==> config.mk <==
export PLATFORM = sky130hd
export DESIGN_NAME = seven_segment_value_formatter
export DESIGN_NICKNAME = d
export VERILOG_FILES = /design/src/ssvf_pkg.sv /design/src/seven_segment_value_formatter.sv /design/src/ssvf_digit_decode.sv
export SDC_FILE = /design/constraint.sdc
export NUM_CORES = 1
export LEC_CHECK = 0
export ABC_AREA = 1
export BUFFER_PORTS_ARGS = -buffer_cell sky130_fd_sc_hd__buf_4
export CAP_MARGIN = 20
export CORE_UTILIZATION = 55
export CTS_CLUSTER_DIAMETER = 200
export DETAILED_ROUTE_END_ITERATION = 6
export PLACE_DENSITY = 0.85
export REMOVE_ABC_BUFFERS = 1
export SETUP_SLACK_MARGIN = 0.15
export SKIP_LAST_GASP = 1
export SYNTH_ARGS = -nofsm -noshare
export SYNTH_HDL_FRONTEND = slang
export SYNTH_SLANG_ARGS = --single-unit
==> constraint.sdc <==
create_clock -name clk -period 20.9 [get_ports clk]
set_input_delay 2.09 -clock clk [delete_from_list [all_inputs] [get_ports clk]]
set_output_delay 2.09 -clock clk [all_outputs]
set_load 0.01 [all_outputs]
==> src/ssvf_pkg.sv <==
// Package of the seven-segment value formatter: item type, mode codes and glyph table.
// No dependencies; used by the top level, the decoder and the testbench.
`timescale 1ns / 1ps

package ssvf_pkg;

	localparam logic [1:0] MODE_UNSIGNED = 2'd0;
	localparam logic [1:0] MODE_SIGNED   = 2'd1;
	localparam logic [1:0] MODE_HEX      = 2'd2;
	localparam logic [1:0] MODE_BINARY   = 2'd3;

	localparam logic [1:0] POS_LEFT   = 2'd0;
	localparam logic [1:0] POS_SECOND = 2'd1;
	localparam logic [1:0] POS_THIRD  = 2'd2;
	localparam logic [1:0] POS_RIGHT  = 2'd3;

	localparam logic [7:0] SEG_BLANK  = 8'h00;
	localparam logic [7:0] SEG_MINUS  = 8'h40;
	localparam logic [7:0] SEG_HEX_H  = 8'h74;
	localparam logic [7:0] SEG_E      = 8'h10;
	localparam logic [7:0] SEG_C      = 8'h04;
	localparam logic [7:0] MASK_RESET = 8'hFF;

	typedef struct packed {
		logic [1:0] display_mode;
		logic [1:0] digit_position;
		logic [7:0] shown_value;
	} ssvf_item_t;

	// Segment pattern of a hex digit, segment a in bit 0.
	function automatic logic [7:0] glyph(input logic [3:0] nibble);
		logic [7:0] seg;
		unique case (nibble)
			4'h0: seg = 8'h3f;
			4'h1: seg = 8'h06;
			4'h2: seg = 8'h5b;
			4'h3: seg = 8'h4f;
			4'h4: seg = 8'h66;
			4'h5: seg = 8'h6d;
			4'h6: seg = 8'h7d;
			4'h7: seg = 8'h07;
			4'h8: seg = 8'h7f;
			4'h9: seg = 8'h6f;
			4'ha: seg = 8'h77;
			4'hb: seg = 8'h7c;
			4'hc: seg = 8'h39;
			4'hd: seg = 8'h5e;
			4'he: seg = 8'h79;
			default: seg = 8'h71;
		endcase
		return seg;
	endfunction

endpackage

==> src/seven_segment_value_formatter.sv <==
// Top level of the seven-segment value formatter: input register, decode, result register.
// Depends on ssvf_pkg and ssvf_digit_decode.
`timescale 1ns / 1ps

// The block turns one (display_mode, digit_position, shown_value) item into the
// segment pattern of that display digit, XORed with the invert mask.
// Input channel: in_valid / in_ready with fields display_mode, digit_position and
// shown_value; a transfer happens at a rising edge where both are high.
// Output channel: out_valid / out_ready with field segment_pattern.
// The invert mask is written through cfg_we / cfg_wdata, with no read-back; it
// should only be changed while no item is in flight.
// After an input transfer the item passes the input register, is then decoded
// into the result register, and out_valid rises to offer it.
// Throughput is one item per cycle unless stalled; each stage holds one item
// and advances whenever the stage after it is empty or draining in the same cycle.
// When the receiver stalls, the result register holds its pattern, the input
// register fills behind it, and in_ready drops only once both stages are full.
// Reset empties both stages and sets the invert mask to all ones, which suits a
// common-anode display.
module seven_segment_value_formatter (
	input  logic       clk,
	input  logic       arst_n,
	input  logic       cfg_we,
	input  logic [7:0] cfg_wdata,
	input  logic       in_valid,
	output logic       in_ready,
	input  logic [1:0] display_mode,
	input  logic [1:0] digit_position,
	input  logic [7:0] shown_value,
	output logic       out_valid,
	input  logic       out_ready,
	output logic [7:0] segment_pattern
);

	logic [7:0]           invert_mask_q;
	logic                 valid_s1;
	ssvf_pkg::ssvf_item_t item_s1;
	logic                 valid_s2;
	logic [7:0]           pattern_s2;
	logic [7:0]           raw_pattern;
	logic                 s2_ready;
	logic                 s1_ready;

	assign s2_ready = !valid_s2 || out_ready;
	assign s1_ready = !valid_s1 || s2_ready;
	assign in_ready = s1_ready;

	// Invert mask register, written at any cycle the enable is high.
	always_ff @(posedge clk or negedge arst_n) begin
		if (!arst_n) begin
			invert_mask_q <= ssvf_pkg::MASK_RESET;
		end else if (cfg_we) begin
			invert_mask_q <= cfg_wdata;
		end
	end

	// Stage 1: capture the accepted item.
	always_ff @(posedge clk or negedge arst_n) begin
		if (!arst_n) begin
			valid_s1 <= 1'b0;
		end else if (s1_ready) begin
			valid_s1 <= in_valid;
		end
	end

	always_ff @(posedge clk) begin
		if (s1_ready && in_valid) begin
			item_s1.display_mode   <= display_mode;
			item_s1.digit_position <= digit_position;
			item_s1.shown_value    <= shown_value;
		end
	end

	ssvf_digit_decode u_decode (
		.item        (item_s1),
		.raw_pattern (raw_pattern)
	);

	// Stage 2: the result register, which holds while the receiver stalls.
	always_ff @(posedge clk or negedge arst_n) begin
		if (!arst_n) begin
			valid_s2 <= 1'b0;
		end else if (s2_ready) begin
			valid_s2 <= valid_s1;
		end
	end

	always_ff @(posedge clk) begin
		if (s2_ready && valid_s1) begin
			pattern_s2 <= raw_pattern ^ invert_mask_q;
		end
	end

	assign out_valid       = valid_s2;
	assign segment_pattern = pattern_s2;

endmodule

==> src/ssvf_digit_decode.sv <==
// Combinational decode of one registered item into the raw segment pattern.
// Depends on ssvf_pkg.
`timescale 1ns / 1ps

module ssvf_digit_decode (
	input  ssvf_pkg::ssvf_item_t item,
	output logic [7:0]           raw_pattern
);

	logic        negative;
	logic [7:0]  magnitude;
	logic [7:0]  dec_src;
	logic [1:0]  hundreds;
	logic [7:0]  hund_sub;
	logic [6:0]  rem;
	logic [14:0] tens_prod;
	logic [3:0]  tens;
	logic [6:0]  tens_x10;
	logic [3:0]  units;
	logic [7:0]  dec_seg;
	logic [1:0]  pair;
	logic [7:0]  bin_seg;

	always_comb begin
		negative  = item.shown_value[7];
		magnitude = negative ? (~item.shown_value + 8'd1) : item.shown_value;
		dec_src   = (item.display_mode == ssvf_pkg::MODE_SIGNED) ? magnitude : item.shown_value;

		// Split into decimal digits; the tens use a reciprocal multiply valid below 100.
		if (dec_src >= 8'd200) begin
			hundreds = 2'd2;
			hund_sub = 8'd200;
		end else if (dec_src >= 8'd100) begin
			hundreds = 2'd1;
			hund_sub = 8'd100;
		end else begin
			hundreds = 2'd0;
			hund_sub = 8'd0;
		end
		rem       = 7'(dec_src - hund_sub);
		tens_prod = 15'(rem) * 15'd205;
		tens      = tens_prod[14:11];
		tens_x10  = 7'({tens, 3'b000}) + 7'({tens, 1'b0});
		units     = 4'(rem - tens_x10);

		unique case (item.digit_position)
			ssvf_pkg::POS_LEFT:   dec_seg = ssvf_pkg::SEG_BLANK;
			ssvf_pkg::POS_SECOND: dec_seg = ssvf_pkg::glyph({2'b00, hundreds});
			ssvf_pkg::POS_THIRD:  dec_seg = ssvf_pkg::glyph(tens);
			default:              dec_seg = ssvf_pkg::glyph(units);
		endcase

		// Binary mode shows the most significant bit pair on the leftmost digit.
		unique case (item.digit_position)
			ssvf_pkg::POS_LEFT:   pair = item.shown_value[7:6];
			ssvf_pkg::POS_SECOND: pair = item.shown_value[5:4];
			ssvf_pkg::POS_THIRD:  pair = item.shown_value[3:2];
			default:              pair = item.shown_value[1:0];
		endcase
		bin_seg = (pair[1] ? ssvf_pkg::SEG_E : ssvf_pkg::SEG_BLANK)
			| (pair[0] ? ssvf_pkg::SEG_C : ssvf_pkg::SEG_BLANK);

		unique case (item.display_mode)
			ssvf_pkg::MODE_UNSIGNED: raw_pattern = dec_seg;
			ssvf_pkg::MODE_SIGNED: begin
				if (item.digit_position == ssvf_pkg::POS_LEFT) begin
					raw_pattern = negative ? ssvf_pkg::SEG_MINUS : ssvf_pkg::SEG_BLANK;
				end else begin
					raw_pattern = dec_seg;
				end
			end
			ssvf_pkg::MODE_HEX: begin
				unique case (item.digit_position)
					ssvf_pkg::POS_LEFT:   raw_pattern = ssvf_pkg::glyph(4'h0);
					ssvf_pkg::POS_SECOND: raw_pattern = ssvf_pkg::SEG_HEX_H;
					ssvf_pkg::POS_THIRD:  raw_pattern = ssvf_pkg::glyph(item.shown_value[7:4]);
					default:              raw_pattern = ssvf_pkg::glyph(item.shown_value[3:0]);
				endcase
			end
			default: raw_pattern = bin_seg;
		endcase
	end

endmodule

==> results of run 1 <==
final timing paths:
path / startpoint / end / slack, ns / cells after the start
max reg2reg: item_s1[0] / segment_pattern[0] / 12.99 / 46
max in group asynchronous: arst_n / invert_mask_q[2] / 19.07 / 1
min: valid_s1 / out_valid / 0.50 / 2
max: item_s1[0] / segment_pattern[0] / 12.99 / 46
min reg2reg: valid_s1 / out_valid / 0.50 / 2
min in group asynchronous: arst_n / out_valid / 1.61 / 1
cells by family after synthesis:
family / after synthesis
AO/OA/AOI/OAI: 81
adder cells (fa/ha/maj): 77
AND/OR/NAND/NOR: 274
multiplexers: 1
flip-flops: 44
XOR/XNOR: 11
buffers and inverters: 106
area by class of cell:
| type | count | area [µm²] | share of cell area |
|---|---|---|---|
| inverters | 102 | 383 | 0.0784 |
| flip-flops and latches | 44 | 1140 | 0.234 |
| repair buffers | 34 | 255 | 0.0523 |
| multi-input cells | 444 | 2880 | 0.591 |
| clock buffers | 8 | 90.1 | 0.0185 |
| well taps | 102 | 128 | 0.0261 |
metrics by stage:
stage | setup WS, ns | utilization | instances | hold slack [ns]
final | 12.99 | 0.628 | 734 | 0.499
after global routing | 12.29 | 0.628 | 734 | 0.526
after CTS | 13.03 | 0.628 | 734 | 0.499
after detailed placement | 13.05 | 0.617 | 726 | 0.484
after global placement | 13.44 | 0.617 | 726 | 0.455
after floorplan | 13.89 | - | 590 | 0.447
layer usage:
layer / GRT usage / vias up / share of wire / routed length (µm)
li1: - / 2002 / - / -
met4: 0.109 / 0 / 0.039 / 387
met3: 0.0357 / 30 / 0.043 / 430
met2: 0.447 / 128 / 0.50 / 4970
met1: 0.299 / 1811 / 0.42 / 4220
met5: 0 / - / 0 / 0
worst min-delay path: stages (launching register included):
cell	delay [ns]
sky130_fd_sc_hd__dfrtp_1	0.35
sky130_fd_sc_hd__inv_1	0.06
sky130_fd_sc_hd__nand2_1	0.06
layout by cell type, fill, tap and decap left out, types with 2 or more instances in the layout:
cell	count
sky130_fd_sc_hd__a31oi_1	4
sky130_fd_sc_hd__edfxtp_1	20
sky130_fd_sc_hd__nand4_1	3
sky130_fd_sc_hd__a31o_2	2
sky130_fd_sc_hd__o22ai_1	4
sky130_fd_sc_hd__a21oi_1	13
sky130_fd_sc_hd__clkbuf_1	2
sky130_fd_sc_hd__buf_4	34
sky130_fd_sc_hd__nand3_2	2
sky130_fd_sc_hd__nor3_1	4
sky130_fd_sc_hd__nor2_1	41
sky130_fd_sc_hd__xnor2_1	4
sky130_fd_sc_hd__nand2_4	6
sky130_fd_sc_hd__clkbuf_8	6
sky130_fd_sc_hd__xor2_2	2
sky130_fd_sc_hd__dfstp_2	8
sky130_fd_sc_hd__dfxtp_1	14
sky130_fd_sc_hd__nor2_2	2
sky130_fd_sc_hd__nand2_2	8
sky130_fd_sc_hd__fa_1	9
sky130_fd_sc_hd__nand3_1	45
sky130_fd_sc_hd__ha_1	68
sky130_fd_sc_hd__dfrtp_1	2
sky130_fd_sc_hd__o221ai_1	3
sky130_fd_sc_hd__o21bai_1	3
sky130_fd_sc_hd__inv_2	6
sky130_fd_sc_hd__inv_1	95
sky130_fd_sc_hd__a221oi_1	2
sky130_fd_sc_hd__or2_2	3
sky130_fd_sc_hd__o211ai_1	4
sky130_fd_sc_hd__nand2_1	153
sky130_fd_sc_hd__o21ai_1	6
sky130_fd_sc_hd__xor2_1	5
sky130_fd_sc_hd__o21ai_0	37
==> Flow_metrics.wiki, run 1 <==
{| class="wikitable"
! Metric !! Value
|-
| Deepest clock path buffer count || 2
|-
| Final non-filler cell area || 4880 µm²
|-
| Area after detailed placement || 4790 µm²
|-
| Unrepaired setup endpoints after global routing || false
|-
| Max Fanout on Critical Path || 8
|-
| Mapped Cells || 594
|-
| Die ar. || 8410 µm²
|-
| Multiplexer share of the synthesized area || 0.00254
|-
| Port-buffer cells || 34
|-
| Via count of the first global-routing pass || 3824
|-
| CTS tree || yes
|-
| # rows || 32
|-
| Register area share after synthesis || 0.258
|-
| Synthesized area || 4430 µm²
|-
| Area fraction in and, or, nand and nor cells after synthesis || 0.285
|-
| Critical path buffers and inverters || 9
|-
| List of most frequent post-synthesis cells || sky130_fd_sc_hd__nand2_1 (153), sky130_fd_sc_hd__inv_1 (95), sky130_fd_sc_hd__ha_1 (68)
|-
| Die height || 91.7 µm
|-
| Routed vias/inst || 5.41
|-
| Setup fix buffers added after clock tree synthesis || 0
|-
| Core Footprint || 7770 µm²
|-
| Number of antenna violations at the first check in global routing || 0
|-
| Number of distinct standard cells referenced by the synthesized netlist || 45
|-
| Reg clk slew, reported paths || 0.08 ns
|-
| Dominant combinational cell family by area after synthesis || simple AND/OR/NAND/NOR gates
|-
| I/O pin count || 35
|-
| Share of the cycle needed by the critical path after routing || 0.378
|-
| Synthesized-area fraction occupied by adder cells || 0.233
|-
| Clock insertion delay at the later pin of the skew report || 0.30 ns
|-
| Number of enable flip-flop cells after synthesis || 20
|-
| Maximum number of pins on one net before global-route repair || 19
|-
| Area share of xor/xnor cells in the synthesized design || 0.0252
|-
| Required @ worst endpoint || 20.95 ns
|-
| Fraction of the mapped netlist area in compound gates || 0.106
|-
| Routability congestion estimate || 0.954
|-
| Fraction of post-synthesis cell area in the top cell type by area || 0.192
|-
| Post-DP HPWL || 8260 µm
|-
| Fill cell count || 704
|-
| Hold Path Class || flop to flop
|-
| Sort of element at the end of the critical path || flop
|-
| Synth Warn # || 0
|-
| Cell family with most CP delay || adder cells
|-
| Remaining global-route overflow || 0
|-
| Master cell of the clock root buffer || sky130_fd_sc_hd__clkbuf_8
|-
| Total number of nets in the final design || 733
|-
| Outcome || finished clean
|-
| Setup Skew || 0.00726 ns
|-
| Area overhead of the layout relative to synthesis || 10.3%
|-
| Fmax achieved || 126 MHz
|-
| Final period demand of the worst path || 7.91 ns
|-
| Sum of routed wire length over all layers || 10000 µm
|-
| Share of synthesized registers carrying an async set or reset || 0.227
|-
| Die boundary width || 91.7 µm
|-
| Data arrival time at the worst-slack endpoint || 7.96 ns
|-
| Count of hold buffers inserted by post-cts repair || 0
|-
| Cell taking the most area after synthesis || sky130_fd_sc_hd__ha_1
|-
| Post-detailed-route DRC marker count || 0
|-
| Tot GR Track Use || 0.251
|-
| Synthesis-stage register bit count || 44
|-
| Synthesized area per cell || 7.45 µm²
|-
| Setup-violating endpoint count in the final report || 0
|-
| Worst setup path category || flop to flop
|-
| WL/cell || 13.6 µm
|-
| Top cells by area, synth || sky130_fd_sc_hd__ha_1 (19%), sky130_fd_sc_hd__edfxtp_1 (14%), sky130_fd_sc_hd__nand2_1 (13%)
|-
| Most frequent cell on the critical path || sky130_fd_sc_hd__nand2_1
|-
| CTS resizes || 0
|-
| Final TNS setup || 0 ns
|-
| Slowest Stage Delay on Critical Path || 0.51 ns
|-
| Final Max Slew Viols || 0
|-
| Crit path launch type || flop
|-
| Antenna diode count || 0
|-
| Most numerous cell in the Yosys netlist || sky130_fd_sc_hd__nand2_1
|-
| Router iterations before antenna repair || 6
|-
| Iter 0 DRT Violations || 268
|-
| Number of hold violations in the final report || 0
|-
| Number of clock buffers inserted by TritonCTS || 5
|-
| Wire length of the first global-routing pass || 16800 µm
|-
| Main synth FF type || sky130_fd_sc_hd__edfxtp_1
|-
| Share of cells above drive strength 1 || 0.138
|-
| Max capacitance violation total || 0
|-
| Slew at the pin closest to its max-slew limit || 0.781 ns
|-
| Vias post-DR || 3971
|-
| Clock sink count || 44
|-
| Antenna-violating nets left || 0
|-
| Worst relative slew slack || 0.479
|-
| Initial Utilization || 0.570
|-
| CTS H-tree depth || 2
|-
| CP max-delay cell || sky130_fd_sc_hd__fa_1
|}
Power of run 1 is left out: the tool's default activity adds up to more than one toggle a clock period on the data nets, which glitch-free logic cannot reach.
==> inputs of run 2 (changes only) <==
--- a/config.mk
+++ b/config.mk
@@ -5,13 +5,13 @@
 export SDC_FILE = /design/constraint.sdc
 export NUM_CORES = 1
 export LEC_CHECK = 0
-export ABC_AREA = 1
+export ABC_AREA = 0
 export BUFFER_PORTS_ARGS = -buffer_cell sky130_fd_sc_hd__buf_4
 export CAP_MARGIN = 20
 export CORE_UTILIZATION = 55
 export CTS_CLUSTER_DIAMETER = 200
 export DETAILED_ROUTE_END_ITERATION = 6
-export PLACE_DENSITY = 0.85
+export PLACE_DENSITY = 0.88
 export REMOVE_ABC_BUFFERS = 1
 export SETUP_SLACK_MARGIN = 0.15
 export SKIP_LAST_GASP = 1
==> constraint.sdc (replaced) <==
create_clock -name clk -period 6.3 [get_ports clk]
set_input_delay 0.63 -clock clk [delete_from_list [all_inputs] [get_ports clk]]
set_output_delay 0.63 -clock clk [all_outputs]
set_load 0.01 [all_outputs]
==> run 2 against run 1 <==
Effect of this change: the flow now finishes with violations (setup timing); core utilization up 15 points; critical endpoint is now segment_pattern[3]; sequential cell count is the same; maximum frequency rose by 3.0%.
==> Flow_metrics.wiki, run 2 <==
{| class="wikitable"
! Metric !! Value
|-
| Total number of nets in the final design || 654
|-
| Die boundary width || 89.2 µm
|-
| List of most frequent post-synthesis cells || sky130_fd_sc_hd__ha_1 (68), sky130_fd_sc_hd__inv_1 (44), sky130_fd_sc_hd__a21oi_1 (41)
|-
| Number of hold violations in the final report || 0
|-
| RR Endpoint || segment_pattern[3]
|-
| Core Footprint || 7290 µm²
|-
| Setup Skew || 0.00657 ns
|-
| Main synth FF type || sky130_fd_sc_hd__edfxtp_1
|-
| Internal reg-to-reg setup slack || -1.38 ns
|-
| Final non-filler cell area || 5700 µm²
|-
| Routed vias/inst || 6.21
|-
| Maximum number of pins on one net before global-route repair || 20
|-
| Number of enable flip-flop cells after synthesis || 20
|-
| Worst slack on hold paths || 0.139 ns
|-
| Worst setup path category || flop to flop
|-
| Clock sink count || 44
|-
| Most frequent cell on the critical path || sky130_fd_sc_hd__inv_1
|-
| Reg clk slew, reported paths || 0.09 ns
|-
| CTS tree || yes
|-
| Area overhead of the layout relative to synthesis || 36.3%
|-
| Register area share after synthesis || 0.273
|-
| Clock insertion delay at the later pin of the skew report || 0.31 ns
|-
| Most numerous cell in the Yosys netlist || sky130_fd_sc_hd__ha_1
|-
| Path depth of the worst reg2reg path || 36
|-
| Max capacitance violation total || 0
|-
| Routability congestion estimate || 0.922
|-
| Hold Path Class || input pin to async pin
|-
| Final Max Slew Viols || 0
|-
| Setup-violating endpoint count in the final report || 7
|-
| Iter 0 DRT Violations || 365
|-
| Die ar. || 7960 µm²
|-
| Required @ worst endpoint || 6.36 ns
|-
| Wire length of the first global-routing pass || 18300 µm
|-
| Antenna diode count || 0
|-
| Outcome || finished, violations left
|-
| Data arrival time at the worst-slack endpoint || 7.73 ns
|-
| Synthesized area || 4190 µm²
|-
| Top cells by area, synth || sky130_fd_sc_hd__ha_1 (20%), sky130_fd_sc_hd__edfxtp_1 (14%), sky130_fd_sc_hd__dfxtp_1 (6.7%)
|-
| Share of cells above drive strength 1 || 0.398
|-
| Most frequent standard cell in the layout excluding fill and tap cells || sky130_fd_sc_hd__buf_4
|-
| Vias post-DR || 4052
|-
| Least setup slack across all paths after layout || -1.38 ns
|-
| Post-DP HPWL || 8130 µm
|-
| Number of cells after detailed placement || 627
|-
| CP max-delay cell || sky130_fd_sc_hd__fa_1
|-
| Number of antenna violations at the first check in global routing || 0
|-
| # rows || 31
|-
| Slew at the pin closest to its max-slew limit || 1.06 ns
|-
| Mapped Cells || 437
|-
| Port-buffer cells || 34
|-
| Post-detailed-route DRC marker count || 0
|-
| Deepest clock path buffer count || 2
|-
| Count of non-filler cells in the finished layout || 652
|-
| CTS H-tree depth || 2
|-
| Crit path launch type || flop
|-
| Share of synthesized registers carrying an async set or reset || 0.227
|-
| Number of distinct standard cells referenced by the synthesized netlist || 56
|-
| Worst setup path startpoint || item_s1[1]
|-
| Sort of element at the end of the critical path || flop
|-
| Number of clock buffers inserted by TritonCTS || 5
|-
| Synthesis-stage register bit count || 44
|-
| Tot GR Track Use || 0.306
|-
| Area after detailed placement || 5030 µm²
|-
| WL/cell || 20.4 µm
|-
| Final period demand of the worst path || 7.68 ns
|-
| Fraction of post-synthesis cell area in the top cell type by area || 0.203
|-
| I/O pin count || 35
|-
| Worst relative slew slack || 0.290
|-
| Share of the cycle needed by the critical path after routing || 1.22
|-
| Antenna-violating nets left || 0
|-
| Unrepaired setup endpoints after global routing || true
|-
| Initial Utilization || 0.574
|-
| Sum of routed wire length over all layers || 13300 µm
|-
| Remaining global-route overflow || 0
|-
| Reg-to-reg startpoint || item_s1[1]
|-
| Post-Place Worst Slack || -1.42 ns
|-
| Master cell of the clock root buffer || sky130_fd_sc_hd__clkbuf_8
|-
| Failing checks || setup timing
|-
| Synth Warn # || 0
|-
| Router iterations before antenna repair || 6
|-
| Synthesized area per cell || 9.58 µm²
|-
| Via count of the first global-routing pass || 3883
|-
| Die height || 89.2 µm
|-
| Slowest Stage Delay on Critical Path || 0.53 ns
|-
| Max Fanout on Critical Path || 6
|-
| Top library cells by usage in the layout, fill and taps aside || sky130_fd_sc_hd__buf_4 (114), sky130_fd_sc_hd__ha_1 (54), sky130_fd_sc_hd__inv_1 (40)
|-
| Cell taking the most area after synthesis || sky130_fd_sc_hd__ha_1
|-
| Fmax achieved || 130 MHz
|}
-- run 2: changes by cell type in the layout (fill, tap and decap cells not counted), moves of 12 or more --
cell,change
sky130_fd_sc_hd__nand2_1,-130
sky130_fd_sc_hd__mux2_2,+13
sky130_fd_sc_hd__a21oi_1,+17
sky130_fd_sc_hd__ha_4,+12
sky130_fd_sc_hd__o21ai_0,-20
sky130_fd_sc_hd__nand3_1,-37
sky130_fd_sc_hd__ha_1,-14
sky130_fd_sc_hd__inv_1,-55
sky130_fd_sc_hd__nor2_1,-17
sky130_fd_sc_hd__buf_4,+80
-- run 2: repair_timing --
action,4_1_cts,5_1_grt
setup endpoints to repair,7,7
hold buffers,0,0
setup buffers,7,9
gates resized for setup,44,37
pin swaps,38,33
gates cloned,1,0
-- run 2: metal layers --
| layer | wire length, µm | global-route usage |
|---|---|---|
| met1 | 4970 | 0.342 |
| met2 | 6680 | 0.560 |
| met3 | 977 | 0.0619 |
| met4 | 705 | 0.137 |
| met5 | 0 | 0 |
-- run 2: area by class of cell --
type	count	area (µm²)
repair buffers	118	901
fillers	421	1590
well taps	99	124
inverters	44	165
clock inverters	2	12.5
clock buffers	6	93.8
flip-flops and latches	44	1140
multi-input cells	339	3270
-- run 2: how the worst max path moves through the flow --
stage,endpoint,slack [ns],cells past startpoint
after global placement,segment_pattern[4],-1.09,32
after detailed placement,segment_pattern[3],-1.42,32
after floorplan,segment_pattern[3],-1.57,30
after CTS,segment_pattern[3],-1.10,32
final,segment_pattern[3],-1.38,36
after global routing,segment_pattern[0],-1.65,39
-- run 2: kinds of logic (layout without fill, tap and decap cells) --
| group | Yosys count | in the layout | share of synthesized area |
|---|---|---|---|
| compound gates | 107 | 107 | 0.168 |
| simple gates | 98 | 98 | 0.114 |
| fa+ha+maj | 77 | 77 | 0.246 |
| buf+inv | 55 | 170 | 0.0511 |
| flops | 44 | 44 | 0.273 |
| mux | 29 | 29 | 0.0885 |
| xor+xnor | 27 | 28 | 0.0601 |
-- run 2: per-stage QoR --
stage                     utilization  setup TNS, ns
after floorplan                     -         -10.17
after global placement          0.689          -7.38
after detailed placement        0.689          -9.69
after CTS                       0.745          -7.39
after global routing            0.782         -10.99
final                           0.782          -9.00
-- run 2: critical path, delay by kind of cell, from the launching register on --
family | cells | cell delay [ns]
AOI/OAI and AO/OA | 8 | 1.34
xor gates and xnor gates | 5 | 1.34
adders and majority gates | 9 | 2.66
buffers and inverters | 7 | 0.50
muxes | 1 | 0.35
and+or+nand+nor | 6 | 0.76
DFF | 1 | 0.47
Power of run 2 is left out for the same reason.
==> inputs of run 3 (changes only) <==
--- a/config.mk
+++ b/config.mk
@@ -6,15 +6,16 @@
 export NUM_CORES = 1
 export LEC_CHECK = 0
 export ABC_AREA = 0
-export BUFFER_PORTS_ARGS = -buffer_cell sky130_fd_sc_hd__buf_4
+export BUFFER_PORTS_ARGS = -buffer_cell sky130_fd_sc_hd__buf_2
 export CAP_MARGIN = 20
 export CORE_UTILIZATION = 55
 export CTS_CLUSTER_DIAMETER = 200
 export DETAILED_ROUTE_END_ITERATION = 6
-export PLACE_DENSITY = 0.88
+export PLACE_DENSITY = 0.85
 export REMOVE_ABC_BUFFERS = 1
 export SETUP_SLACK_MARGIN = 0.15
 export SKIP_LAST_GASP = 1
 export SYNTH_ARGS = -nofsm -noshare
 export SYNTH_HDL_FRONTEND = slang
 export SYNTH_SLANG_ARGS = --single-unit
+export TNS_END_PERCENT = 50
==> constraint.sdc (replaced) <==
create_clock -name clk -period 9.58 [get_ports clk]
set_input_delay 0.958 -clock clk [delete_from_list [all_inputs] [get_ports clk]]
set_output_delay 0.958 -clock clk [all_outputs]
set_load 0.01 [all_outputs]
==> run 3 against run 2 <==
Effect of this change: the flow now finishes without violations; worst setup slack gained 2.2 ns; first-iteration DRC count shrank 32%; critical path depth shrank 3; final cell count shrank 13%; clock skew grew 0.0057 ns; wire length shrank 31%; clock-buffer cell count is the same; register-to-register slack gained 2.2 ns; final area shrank 21%; maximum frequency shrank 12%; via count shrank 17%; highest routed layer unchanged.
==> Flow_metrics.wiki, run 3 (synthesis results as in run 2) <==
{| class="wikitable"
! Metric !! Value
|-
| Routability congestion estimate || 0.935
|-
| Setup Skew || 0.0123 ns
|-
| Number of antenna violations at the first check in global routing || 0
|-
| Clock sink count || 44
|-
| Reg clk slew, reported paths || 0.08 ns
|-
| Area overhead of the layout relative to synthesis || 8.04%
|-
| Internal reg-to-reg setup slack || 0.85 ns
|-
| Area occupied by registers || 1140 µm²
|-
| Fmax achieved || 115 MHz
|-
| Clock insertion delay at the later pin of the skew report || 0.30 ns
|-
| Master cell of the clock root buffer || sky130_fd_sc_hd__clkbuf_8
|-
| CTS tree || yes
|-
| Setup-violating endpoint count in the final report || 0
|-
| Required @ worst endpoint || 9.63 ns
|-
| Count of hold buffers inserted by post-cts repair || 0
|-
| Worst hold stages || 1
|-
| Worst setup path category || flop to flop
|-
| Multi-input gate area in the final layout || 2840 µm²
|-
| Tot GR Track Use || 0.249
|-
| Initial Utilization || 0.574
|-
| CTS H-tree depth || 2
|-
| Sum of routed wire length over all layers || 9210 µm
|-
| WL/cell || 16.2 µm
|-
| Worst relative slew slack || 0.355
|-
| Reg-to-reg startpoint || item_s1[0]
|-
| Most frequent cell on the critical path || sky130_fd_sc_hd__ha_1
|-
| Hold Path Class || flop to flop
|-
| CP max-delay cell || sky130_fd_sc_hd__o31ai_1
|-
| Antenna diode count || 0
|-
| Vias post-DR || 3366
|-
| Final period demand of the worst path || 8.73 ns
|-
| Hold path start || valid_s1
|-
| Iter 0 DRT Violations || 248
|-
| I/O pin count || 35
|-
| Post-detailed-route DRC marker count || 0
|-
| Via count of the first global-routing pass || 3297
|-
| Deepest clock path buffer count || 2
|-
| Number of clock buffers inserted by TritonCTS || 5
|-
| Number of hold violations in the final report || 0
|-
| Max Fanout on Critical Path || 12
|-
| Crit path launch type || flop
|-
| Path depth of the worst reg2reg path || 33
|-
| Setup fix buffers added after clock tree synthesis || 0
|-
| Antenna-violating nets left || 0
|-
| Die ar. || 7960 µm²
|-
| Routed vias/inst || 5.94
|-
| Worst hold path endpoint || out_valid
|-
| Top library cells by usage in the layout, fill and taps aside || sky130_fd_sc_hd__ha_1 (68), sky130_fd_sc_hd__inv_1 (44), sky130_fd_sc_hd__a21oi_1 (41)
|-
| Die boundary width || 89.2 µm
|-
| Outcome || finished clean
|-
| Unrepaired setup endpoints after global routing || false
|-
| Share of cells above drive strength 1 || 0.160
|-
| Core Footprint || 7290 µm²
|-
| Wire length of the first global-routing pass || 15100 µm
|-
| Slowest Stage Delay on Critical Path || 0.52 ns
|-
| Port-buffer cells || 34
|-
| Post-DP HPWL || 7480 µm
|-
| Die height || 89.2 µm
|-
| Share of the cycle needed by the critical path after routing || 0.911
|-
| Fill cell count || 621
|-
| Final Max Slew Viols || 0
|-
| Total number of nets in the final design || 569
|-
| RR Endpoint || segment_pattern[1]
|-
| Slew at the pin closest to its max-slew limit || 0.961 ns
|-
| CTS resizes || 0
|-
| Remaining global-route overflow || 0
|-
| Max capacitance violation total || 0
|-
| # rows || 31
|-
| Final TNS setup || 0 ns
|-
| Data arrival time at the worst-slack endpoint || 8.78 ns
|-
| Router iterations before antenna repair || 7
|-
| Maximum number of pins on one net before global-route repair || 20
|-
| Sort of element at the end of the critical path || flop
|-
| Most frequent standard cell in the layout excluding fill and tap cells || sky130_fd_sc_hd__ha_1
|}
-- run 3: cell types whose count changed in the layout (fill, tap and decap cells not counted), sizes merged --
cell    before  now
buf        118   34
clkinv       2    1
inv         44   45
xnor3        2    1
-- run 3: routing by layer --
metal,up-vias,wire length (µm),global-route usage
met5,-,0,0
met4,0,181,0.0823
met3,19,393,0.0434
met2,100,4720,0.456
met1,1616,3910,0.296
li1,1631,-,-
-- run 3: cell type report --
cell class                 instances  area share
tap                               99      0.0274
timing repair buffer              34      0.0376
inverter                          44      0.0365
multi-input combinational        338       0.628
sequential                        44       0.252
clock buffer                       6      0.0160
clock inverter                     2     0.00249
-- run 3: worst max-delay path by stage --
| stage | start | to | slack, ns | cells past startpoint |
|---|---|---|---|---|
| after global placement | item_s1[11] | segment_pattern[3] | 1.24 | 30 |
| final | item_s1[0] | segment_pattern[1] | 0.85 | 33 |
| after floorplan | item_s1[11] | segment_pattern[3] | 1.71 | 30 |
| after CTS | item_s1[0] | segment_pattern[3] | 0.85 | 33 |
| after detailed placement | item_s1[0] | segment_pattern[3] | 0.86 | 33 |
| after global routing | item_s1[0] | segment_pattern[1] | 0.27 | 34 |
-- run 3: stage by stage --
step / hold WS, ns / setup WS, ns / cell area (µm²) / cells / util
6_report: 0.493 / 0.849 / 4520 / 567 / 0.620
5_1_grt: 0.509 / 0.271 / 4520 / 567 / 0.620
4_1_cts: 0.501 / 0.848 / 4510 / 567 / 0.619
3_5_place_dp: 0.482 / 0.864 / 4430 / 559 / 0.608
3_3_place_gp: 0.460 / 1.24 / 4430 / 559 / 0.608
2_1_floorplan: 0.449 / 1.71 / 4140 / 426 / -
-- run 3: worst max-delay path: cells and delay by family (launching register included) --
family / cells / cell delay [ns]
DFF: 1 / 0.48
buffers and inverters: 5 / 0.63
and+or+nand+nor: 6 / 1.02
adders and majority gates: 9 / 3.05
AOI/OAI and AO/OA: 8 / 1.80
xor gates and xnor gates: 5 / 1.46
Power of run 3 is left out for the same reason.
